--- config.mk ---
export PLATFORM = sky130hd
export DESIGN_NAME = byte_stack_with_palindrome_check_unit
export DESIGN_NICKNAME = d
export VERILOG_FILES = /design/src/design/bspc_pkg.sv /design/src/design/byte_stack_with_palindrome_check_unit.sv /design/src/design/bspc_ram.sv
export VERILOG_INCLUDE_DIRS = /design/src /design/src/design
export SDC_FILE = /design/constraint.sdc
export NUM_CORES = 1
export LEC_CHECK = 0
export ABC_AREA = 1
export BUFFER_PORTS_ARGS = -buffer_cell sky130_fd_sc_hd__buf_4
export CORE_AREA = 5 5 299 301
export CTS_CLUSTER_DIAMETER = 100
export DETAILED_ROUTE_END_ITERATION = 10
export DIE_AREA = 0 0 304 306
export SYNTH_ARGS = -nofsm -noshare
export SYNTH_HDL_FRONTEND = slang
export SYNTH_HIERARCHICAL = 1
export SYNTH_SLANG_ARGS = --single-unit
--- constraint.sdc ---
create_clock -name aclk -period 3.9 [get_ports aclk]
set_input_delay 0.195 -clock aclk [delete_from_list [all_inputs] [get_ports aclk]]
set_output_delay 0.195 -clock aclk [all_outputs]
set_load 0.01 [all_outputs]
--- src/design/byte_stack_with_palindrome_check_unit_defines.svh ---
// Assertion helpers used by the stack unit design file.
`ifndef BYTE_STACK_WITH_PALINDROME_CHECK_UNIT_DEFINES_SVH
`define BYTE_STACK_WITH_PALINDROME_CHECK_UNIT_DEFINES_SVH

// Same-cycle implication, checked outside reset.
`define BSPC_ASSERT_SAME(label, clk, rstn, ante, cons) \
    label: assert property (@(posedge clk) disable iff (!(rstn)) (ante) |-> (cons)) \
        else $error("stack assertion failed: same-cycle check");

// Next-cycle implication, checked outside reset.
`define BSPC_ASSERT_NEXT(label, clk, rstn, ante, cons) \
    label: assert property (@(posedge clk) disable iff (!(rstn)) (ante) |=> (cons)) \
        else $error("stack assertion failed: next-cycle check");

`endif

--- src/design/bspc_pkg.sv ---
package bspc_pkg;

    // Operation codes on s_kind
    localparam logic [1:0] KIND_PUSH  = 2'd0;
    localparam logic [1:0] KIND_POP   = 2'd1;
    localparam logic [1:0] KIND_QUERY = 2'd2;

    // Result status codes
    localparam logic [1:0] STATUS_OK       = 2'd0;
    localparam logic [1:0] STATUS_OVERFLOW = 2'd1;
    localparam logic [1:0] STATUS_EMPTY    = 2'd2;

    localparam int DATA_W  = 8;
    localparam int FILL_W  = 7;

    // One result transaction
    typedef struct packed {
        logic [1:0]        status;
        logic [DATA_W-1:0] pop_value;
        logic              is_palindrome;
        logic [FILL_W-1:0] fill_count;
    } result_t;

endpackage

--- src/design/byte_stack_with_palindrome_check_unit.sv ---
// Byte stack with palindrome check.
// Input channel (s_valid/s_ready): s_kind selects push, pop or palindrome
// query; s_push_value is the byte stored by a push. Every input transaction
// gives exactly one result transaction on m_valid/m_ready carrying status,
// the popped byte, the palindrome flag and the fill count after the op.
// Push, overflow, empty pop, unknown kind and a query on fewer than two
// entries show their result in the cycle after acceptance. A pop reads the
// entry RAM, then loads the result register once the output is free. A
// query on n >= 2 entries walks one mirrored entry pair per cycle through
// the two read ports of the entry RAM; the walk length sets the throughput.
// One transaction is worked on at a time; a new one is taken only when the
// unit is idle and the result register is free or being drained.
// Reset (aresetn low, synchronous) empties the stack and drops any pending
// result; entry contents are not cleared and need no clearing pass.
// When the receiver stalls, the result is held in the output register and
// s_ready stays low until it is taken.
`include "byte_stack_with_palindrome_check_unit_defines.svh"

module byte_stack_with_palindrome_check_unit #(
    parameter int STACK_DEPTH = 64
) (
    input  logic       aclk,
    input  logic       aresetn,
    input  logic       s_valid,
    output logic       s_ready,
    input  logic [1:0] s_kind,
    input  logic [7:0] s_push_value,
    output logic       m_valid,
    input  logic       m_ready,
    output logic [1:0] m_status,
    output logic [7:0] m_pop_value,
    output logic       m_is_palindrome,
    output logic [6:0] m_fill_count
);

    localparam int AW = $clog2(STACK_DEPTH);
    localparam int CW = $clog2(STACK_DEPTH + 1);

    localparam logic [1:0] ST_IDLE = 2'd0;
    localparam logic [1:0] ST_POP  = 2'd1;
    localparam logic [1:0] ST_PAL  = 2'd2;
    localparam logic [1:0] ST_DONE = 2'd3;

    logic [1:0]        state_reg, state_next;
    logic [CW-1:0]     count_reg, count_next;
    logic [AW-1:0]     lo_reg, lo_next;
    logic [AW-1:0]     hi_reg, hi_next;
    logic              miss_reg, miss_next;
    logic              m_valid_reg, m_valid_next;
    bspc_pkg::result_t res_reg, res_next;

    logic          out_free;
    logic          accept;
    logic          push_room;
    logic [CW-1:0] count_inc;
    logic          ram_wr_en;
    logic [AW-1:0] ram_wr_addr;
    logic          ram_rd_en;
    logic [AW-1:0] ram_rd_addr_a;
    logic [AW-1:0] ram_rd_addr_b;
    logic [7:0]    ram_rd_data_a;
    logic [7:0]    ram_rd_data_b;

    bspc_ram #(
        .WIDTH (bspc_pkg::DATA_W),
        .DEPTH (STACK_DEPTH)
    ) u_entry_ram (
        .aclk      (aclk),
        .wr_en     (ram_wr_en),
        .wr_addr   (ram_wr_addr),
        .wr_data   (s_push_value),
        .rd_en     (ram_rd_en),
        .rd_addr_a (ram_rd_addr_a),
        .rd_addr_b (ram_rd_addr_b),
        .rd_data_a (ram_rd_data_a),
        .rd_data_b (ram_rd_data_b)
    );

    assign out_free = !m_valid_reg || m_ready;
    assign s_ready  = (state_reg == ST_IDLE) && out_free;
    assign accept   = s_valid && s_ready;

    // Push that finds room on the stack
    assign push_room = accept && (s_kind == bspc_pkg::KIND_PUSH) &&
                       (count_reg < CW'(STACK_DEPTH));
    assign count_inc = count_reg + CW'(1);

    // Sequencer: decode, RAM access, pair walk, result load
    always_comb begin
        state_next    = state_reg;
        count_next    = count_reg;
        lo_next       = lo_reg;
        hi_next       = hi_reg;
        miss_next     = miss_reg;
        m_valid_next  = m_valid_reg && !m_ready;
        res_next      = res_reg;
        ram_wr_en     = 1'b0;
        ram_wr_addr   = AW'(count_reg);
        ram_rd_en     = 1'b0;
        ram_rd_addr_a = lo_reg;
        ram_rd_addr_b = hi_reg;

        case (state_reg)
            ST_IDLE: begin
                if (accept) begin
                    res_next.status        = bspc_pkg::STATUS_OK;
                    res_next.pop_value     = '0;
                    res_next.is_palindrome = 1'b0;
                    res_next.fill_count    = bspc_pkg::FILL_W'(count_reg);
                    case (s_kind)
                        bspc_pkg::KIND_PUSH: begin
                            m_valid_next = 1'b1;
                            if (count_reg == CW'(STACK_DEPTH)) begin
                                res_next.status = bspc_pkg::STATUS_OVERFLOW;
                            end else begin
                                ram_wr_en           = 1'b1;
                                count_next          = count_reg + CW'(1);
                                res_next.fill_count =
                                    bspc_pkg::FILL_W'(count_reg + CW'(1));
                            end
                        end
                        bspc_pkg::KIND_POP: begin
                            if (count_reg == '0) begin
                                m_valid_next    = 1'b1;
                                res_next.status = bspc_pkg::STATUS_EMPTY;
                            end else begin
                                count_next    = count_reg - CW'(1);
                                ram_rd_en     = 1'b1;
                                ram_rd_addr_a = AW'(count_reg - CW'(1));
                                state_next    = ST_POP;
                            end
                        end
                        bspc_pkg::KIND_QUERY: begin
                            if (count_reg < CW'(2)) begin
                                m_valid_next           = 1'b1;
                                res_next.is_palindrome = 1'b1;
                            end else begin
                                ram_rd_en     = 1'b1;
                                ram_rd_addr_a = '0;
                                ram_rd_addr_b = AW'(count_reg - CW'(1));
                                lo_next       = AW'(1);
                                hi_next       = AW'(count_reg - CW'(2));
                                miss_next     = 1'b0;
                                state_next    = ST_PAL;
                            end
                        end
                        default: begin
                            m_valid_next = 1'b1;
                        end
                    endcase
                end
            end
            ST_POP: begin
                // Read data of the popped entry is held until the output frees
                if (out_free) begin
                    m_valid_next           = 1'b1;
                    res_next.status        = bspc_pkg::STATUS_OK;
                    res_next.pop_value     = ram_rd_data_a;
                    res_next.is_palindrome = 1'b0;
                    res_next.fill_count    = bspc_pkg::FILL_W'(count_reg);
                    state_next             = ST_IDLE;
                end
            end
            ST_PAL: begin
                // Compare the pair read last cycle, issue the next inner pair
                miss_next = miss_reg || (ram_rd_data_a != ram_rd_data_b);
                if (lo_reg < hi_reg) begin
                    ram_rd_en = 1'b1;
                    lo_next   = lo_reg + AW'(1);
                    hi_next   = hi_reg - AW'(1);
                end else begin
                    state_next = ST_DONE;
                end
            end
            ST_DONE: begin
                if (out_free) begin
                    m_valid_next           = 1'b1;
                    res_next.status        = bspc_pkg::STATUS_OK;
                    res_next.pop_value     = '0;
                    res_next.is_palindrome = !miss_reg;
                    res_next.fill_count    = bspc_pkg::FILL_W'(count_reg);
                    state_next             = ST_IDLE;
                end
            end
            default: begin
                state_next = ST_IDLE;
            end
        endcase
    end

    // Control registers
    always_ff @(posedge aclk) begin
        if (!aresetn) begin
            state_reg   <= ST_IDLE;
            count_reg   <= '0;
            m_valid_reg <= 1'b0;
        end else begin
            state_reg   <= state_next;
            count_reg   <= count_next;
            m_valid_reg <= m_valid_next;
        end
    end

    // Walk indexes and result payload
    always_ff @(posedge aclk) begin
        lo_reg   <= lo_next;
        hi_reg   <= hi_next;
        miss_reg <= miss_next;
        res_reg  <= res_next;
    end

    assign m_valid         = m_valid_reg;
    assign m_status        = res_reg.status;
    assign m_pop_value     = res_reg.pop_value;
    assign m_is_palindrome = res_reg.is_palindrome;
    assign m_fill_count    = res_reg.fill_count;

    // Checks
    `BSPC_ASSERT_SAME(a_count_bound, aclk, aresetn, 1'b1, count_reg <= CW'(STACK_DEPTH))
    `BSPC_ASSERT_SAME(a_ready_only_idle, aclk, aresetn, s_ready, state_reg == ST_IDLE)
    `BSPC_ASSERT_NEXT(a_push_grows, aclk, aresetn, push_room, (count_reg == $past(count_inc)) && m_valid_reg)
    `BSPC_ASSERT_SAME(a_walk_order, aclk, aresetn, state_reg == ST_PAL, lo_reg <= hi_reg + AW'(1))

endmodule

--- src/design/bspc_ram.sv ---
// Simple RAM: one write port, two read ports, registered read data.
module bspc_ram #(
    parameter int WIDTH = 8,
    parameter int DEPTH = 64
) (
    input  logic                     aclk,
    input  logic                     wr_en,
    input  logic [$clog2(DEPTH)-1:0] wr_addr,
    input  logic [WIDTH-1:0]         wr_data,
    input  logic                     rd_en,
    input  logic [$clog2(DEPTH)-1:0] rd_addr_a,
    input  logic [$clog2(DEPTH)-1:0] rd_addr_b,
    output logic [WIDTH-1:0]         rd_data_a,
    output logic [WIDTH-1:0]         rd_data_b
);

    logic [WIDTH-1:0] mem_reg [DEPTH];
    logic [WIDTH-1:0] rd_data_a_reg;
    logic [WIDTH-1:0] rd_data_b_reg;

    // Write port
    always_ff @(posedge aclk) begin
        if (wr_en) begin
            mem_reg[wr_addr] <= wr_data;
        end
    end

    // Read ports; data holds while rd_en is low
    always_ff @(posedge aclk) begin
        if (rd_en) begin
            rd_data_a_reg <= mem_reg[rd_addr_a];
            rd_data_b_reg <= mem_reg[rd_addr_b];
        end
    end

    assign rd_data_a = rd_data_a_reg;
    assign rd_data_b = rd_data_b_reg;

endmodule
==> flow_metrics.env <==
export IMPL_swShare_pct=39.5
export IMPL_endpoint_kind="flop"
export IMPL_synth_top_cells_by_area="edfxtp_1 56%, nand2_1 17%, nand3_1 15%"
export IMPL_yosysTopAreaCellShare_pct=56.1
export IMPL_antenna_left=0
export IMPL_r2r_slack_ps=360
export IMPL_vias=25100
export IMPL_largest_reg_flops=512
export IMPL_crit_fanout=81
export IMPL_status="completed"
export IMPL_std_cell_rows=108
export IMPL_synth_top_area_cell="edfxtp_1"
export IMPL_p_clk_share_pct=28.6
export IMPL_cp_required_ps=4370
export IMPL_totalWireLength_um=98900
export IMPL_grt_start_max_net_pins=138
export IMPL_rr_worst_depth=16
export IMPL_hold_path_class="input port to flop"
export IMPL_r2r_start="state_reg[0]"
export IMPL_pwr_share_seq_pct=34.0
export IMPL_ys_async_sr_fraction_pct=0
export IMPL_hold_slack_ps=167
export IMPL_post_cts_resized=0
export IMPL_cts_buffers=67
export IMPL_synthTopCellsByCount="1361 x nand2_1, 881 x nand3_1, 559 x edfxtp_1"
export IMPL_grt_usage_pct=20.3
export IMPL_cp_arrival_ps=4020
export IMPL_areaGrowthSynthToFinish_pct=11.8
export IMPL_grt_pass1_vias=23700
export IMPL_ios=34
export IMPL_die_area_um2=93000
export IMPL_synth_warnings=6
export IMPL_route_detailed_drc=0
export IMPL_cts_root_buf="clkbuf_16"
export IMPL_dpl_hpwl_um=59400
export IMPL_min_period_over_period_pct=90.9
export IMPL_netlist_instances=3384
export IMPL_layout_min_cycle_time_ps=3540
export IMPL_yosys_most_used_dff="edfxtp_1"
export IMPL_io_buffers=33
export IMPL_clock_fmax_ghz=0.282
export IMPL_register_area_um2=17000
export IMPL_tightest_slew_ps=1310
export IMPL_cts_sinks=569
export IMPL_finalSetupTns_ps=0
export IMPL_final_hold_viol_count=0
export IMPL_drv_slew=0
export IMPL_overflow=0
export IMPL_drtPass1Iterations=5
export IMPL_synth_distinct_cells=44
export IMPL_h_tree_depth=3
export IMPL_gp_congestion=0.902
export IMPL_drive_gt1_share_pct=8.86
export IMPL_crit_path_end="u_entry_ram/rd_data_b[3]"
export IMPL_path_class="flop to flop"
export IMPL_fp_dieW_um=304
export IMPL_die_h_um=306
export IMPL_ys_seq_area_share_pct=56.7
export IMPL_finClkSkew_ps=28.5
export IMPL_diodes=0
export IMPL_p_leak_uw=0.0131
export IMPL_startpoint="state_reg[0]"
export IMPL_maxCapViolations=0
export IMPL_pwr_density_cell_nw_per_um2=634
export IMPL_multi_input_area_um2=11200
export IMPL_drtIter0Drc=3038
export IMPL_routed_via_density=5.48
export IMPL_initial_core_util_pct=34.7
export IMPL_clkTransAtPathRegs_ps=60
export IMPL_wl_per_cell_um=21.6
export IMPL_syn_area_um2=29900
export IMPL_antenna_found_initial=0
export IMPL_clk_latency_ps=610
export IMPL_r2r_end="u_entry_ram/rd_data_b[3]"
export IMPL_p_sw_uw=8390
export IMPL_internal_power_uw=12800
export IMPL_combPwrFrac_pct=37.4
export IMPL_cts_tree="built"
export IMPL_setup_violations=0
export IMPL_grt_setup_unrepaired="no"
export IMPL_synth_edf_count=559
export IMPL_syn_avg_cell_area_um2=8.85
export IMPL_slew_headroom_pct=12.8
export IMPL_irDropWorstVdd_mv=0.448
export IMPL_grt_pass1_wl_um=147000
export IMPL_ctsLongestPathBuffers=3
export IMPL_nets=3410
export IMPL_yosysMostFrequentCell="nand2_1"
export IMPL_synth_fp_nets=3416
export IMPL_core_area_um2=86300
export IMPL_synth_seq_cells=569
export IMPL_crit_path_start_kind="flop"
export IMPL_fillCellCount=8485
==> layer usage <==
| metal | part of all wire [%] | vias to the layer above | GRT usage [%] |
|---|---|---|---|
| met1 | 41 | 12100 | 27.8 |
| met2 | 46 | 1314 | 32.2 |
| met4 | 3.7 | 0 | 7.66 |
| li1 | - | 11500 | - |
| met5 | 0 | - | 0 |
| met3 | 9.6 | 256 | 4.07 |
==> cell type report <==
| class | instances | share of cell area, % |
|---|---|---|
| Tap cell | 1155 | 4.32 |
| Inverter | 85 | 1.02 |
| Multi-Input combinational cell | 2499 | 33.5 |
| Sequential cell | 569 | 50.7 |
| Clock inverter | 40 | 1.03 |
| Timing Repair Buffer | 156 | 4.15 |
| Clock buffer | 82 | 5.24 |
==> stage by stage <==
step           utilization (%)  worst slack [ps]  cell area (um^2)  total power [uW]  cells
3_5_place_dp              36.3               363             31400             15100   4462
3_3_place_gp              36.3               324             31400             15100   4462
4_1_cts                   38.8               398             33500             21200   4586
2_1_floorplan                -               982             29900             12600   3384
5_1_grt                   38.8               111             33500             22200   4586
6_report                  38.8               356             33500             21200   4586
==> layout by cell type, fill, tap and decap left out, types with 3 or more instances in the layout <==
master | synthesis | final
inv_1 | 76 | 74
nand2_1 | 1361 | 1361
dfxtp_1 | 10 | 10
bufinv_16 | 0 | 5
nor2_4 | 4 | 4
nand3_4 | 3 | 3
nor2_2 | 7 | 7
nand2_2 | 7 | 7
nor2_1 | 93 | 93
o21ai_1 | 6 | 4
inv_2 | 6 | 6
nor4_2 | 0 | 7
a21oi_1 | 22 | 22
nand4_1 | 9 | 9
nor3_1 | 7 | 7
o21ai_0 | 35 | 31
clkbuf_16 | 0 | 68
buf_12 | 1 | 17
inv_6 | 0 | 6
clkinv_1 | 0 | 14
inv_4 | 3 | 3
clkbuf_1 | 19 | 14
ha_1 | 18 | 18
edfxtp_1 | 559 | 559
o21ai_4 | 0 | 6
o211ai_1 | 3 | 3
xnor2_1 | 4 | 4
buf_4 | 15 | 137
nand3_1 | 881 | 881
clkinv_2 | 0 | 13
xor2_1 | 8 | 8
==> repair_timing <==
item / CTS / global route
setup buffers: 0 / 0
hold buffers: 2 / 0
endpoints found under the hold margin: 9 / 0
setup endpoints to repair: 0 / 0
==> power groups by stage <==
stage                     Combinational [uW]  Sequential, uW  Clock, uW
after floorplan                         5260            7360          0
after global placement                  7720            7340          0
after detailed placement                7750            7340          0
after CTS                               7780            7220       6170
after global routing                    8510            7230       6440
final                                   7940            7220       6080
==> worst max-delay path, stage by stage, from the launching register on <==
cell	delay, ps
dfxtp_1	320
inv_1	130
ha_1	310
nand3_4	180
nor2_4	350
nand2_1	160
o21ai_4	140
buf_12	370
buf_12	370
nand2_1	110
nand3_1	100
nand3_1	190
nand2_1	140
nand2_1	60
nand3_1	140
nand3_1	150
nand2_1	110
==> worst min path at each step <==
| stage | from | to | slack, ps | depth (start not counted) |
|---|---|---|---|---|
| 5_1_grt | m_ready | m_valid | 180 | 6 |
| 3_5_place_dp | aresetn | state_reg[0] | 510 | 3 |
| 6_report | m_ready | m_valid | 170 | 6 |
| 2_1_floorplan | s_push_value[0] | u_entry_ram/mem_reg[0][0] | 290 | 0 |
| 3_3_place_gp | aresetn | state_reg[0] | 510 | 3 |
| 4_1_cts | m_ready | m_valid | 140 | 6 |
==> logic make-up (layout without fill, tap and decap cells) <==
kind of cell / count (synthesis) / count (layout) / synth area share [%]
and+or+nand+nor: 2389 / 2389 / 34.4
AOI/OAI and AO/OA: 80 / 80 / 1.50
xor gates and xnor gates: 12 / 12 / 0.351
buffers and inverters: 316 / 363 / 6.25
DFF: 569 / 569 / 56.7
adders and majority gates: 18 / 18 / 0.752
Power figures use the tool's default switching activity.
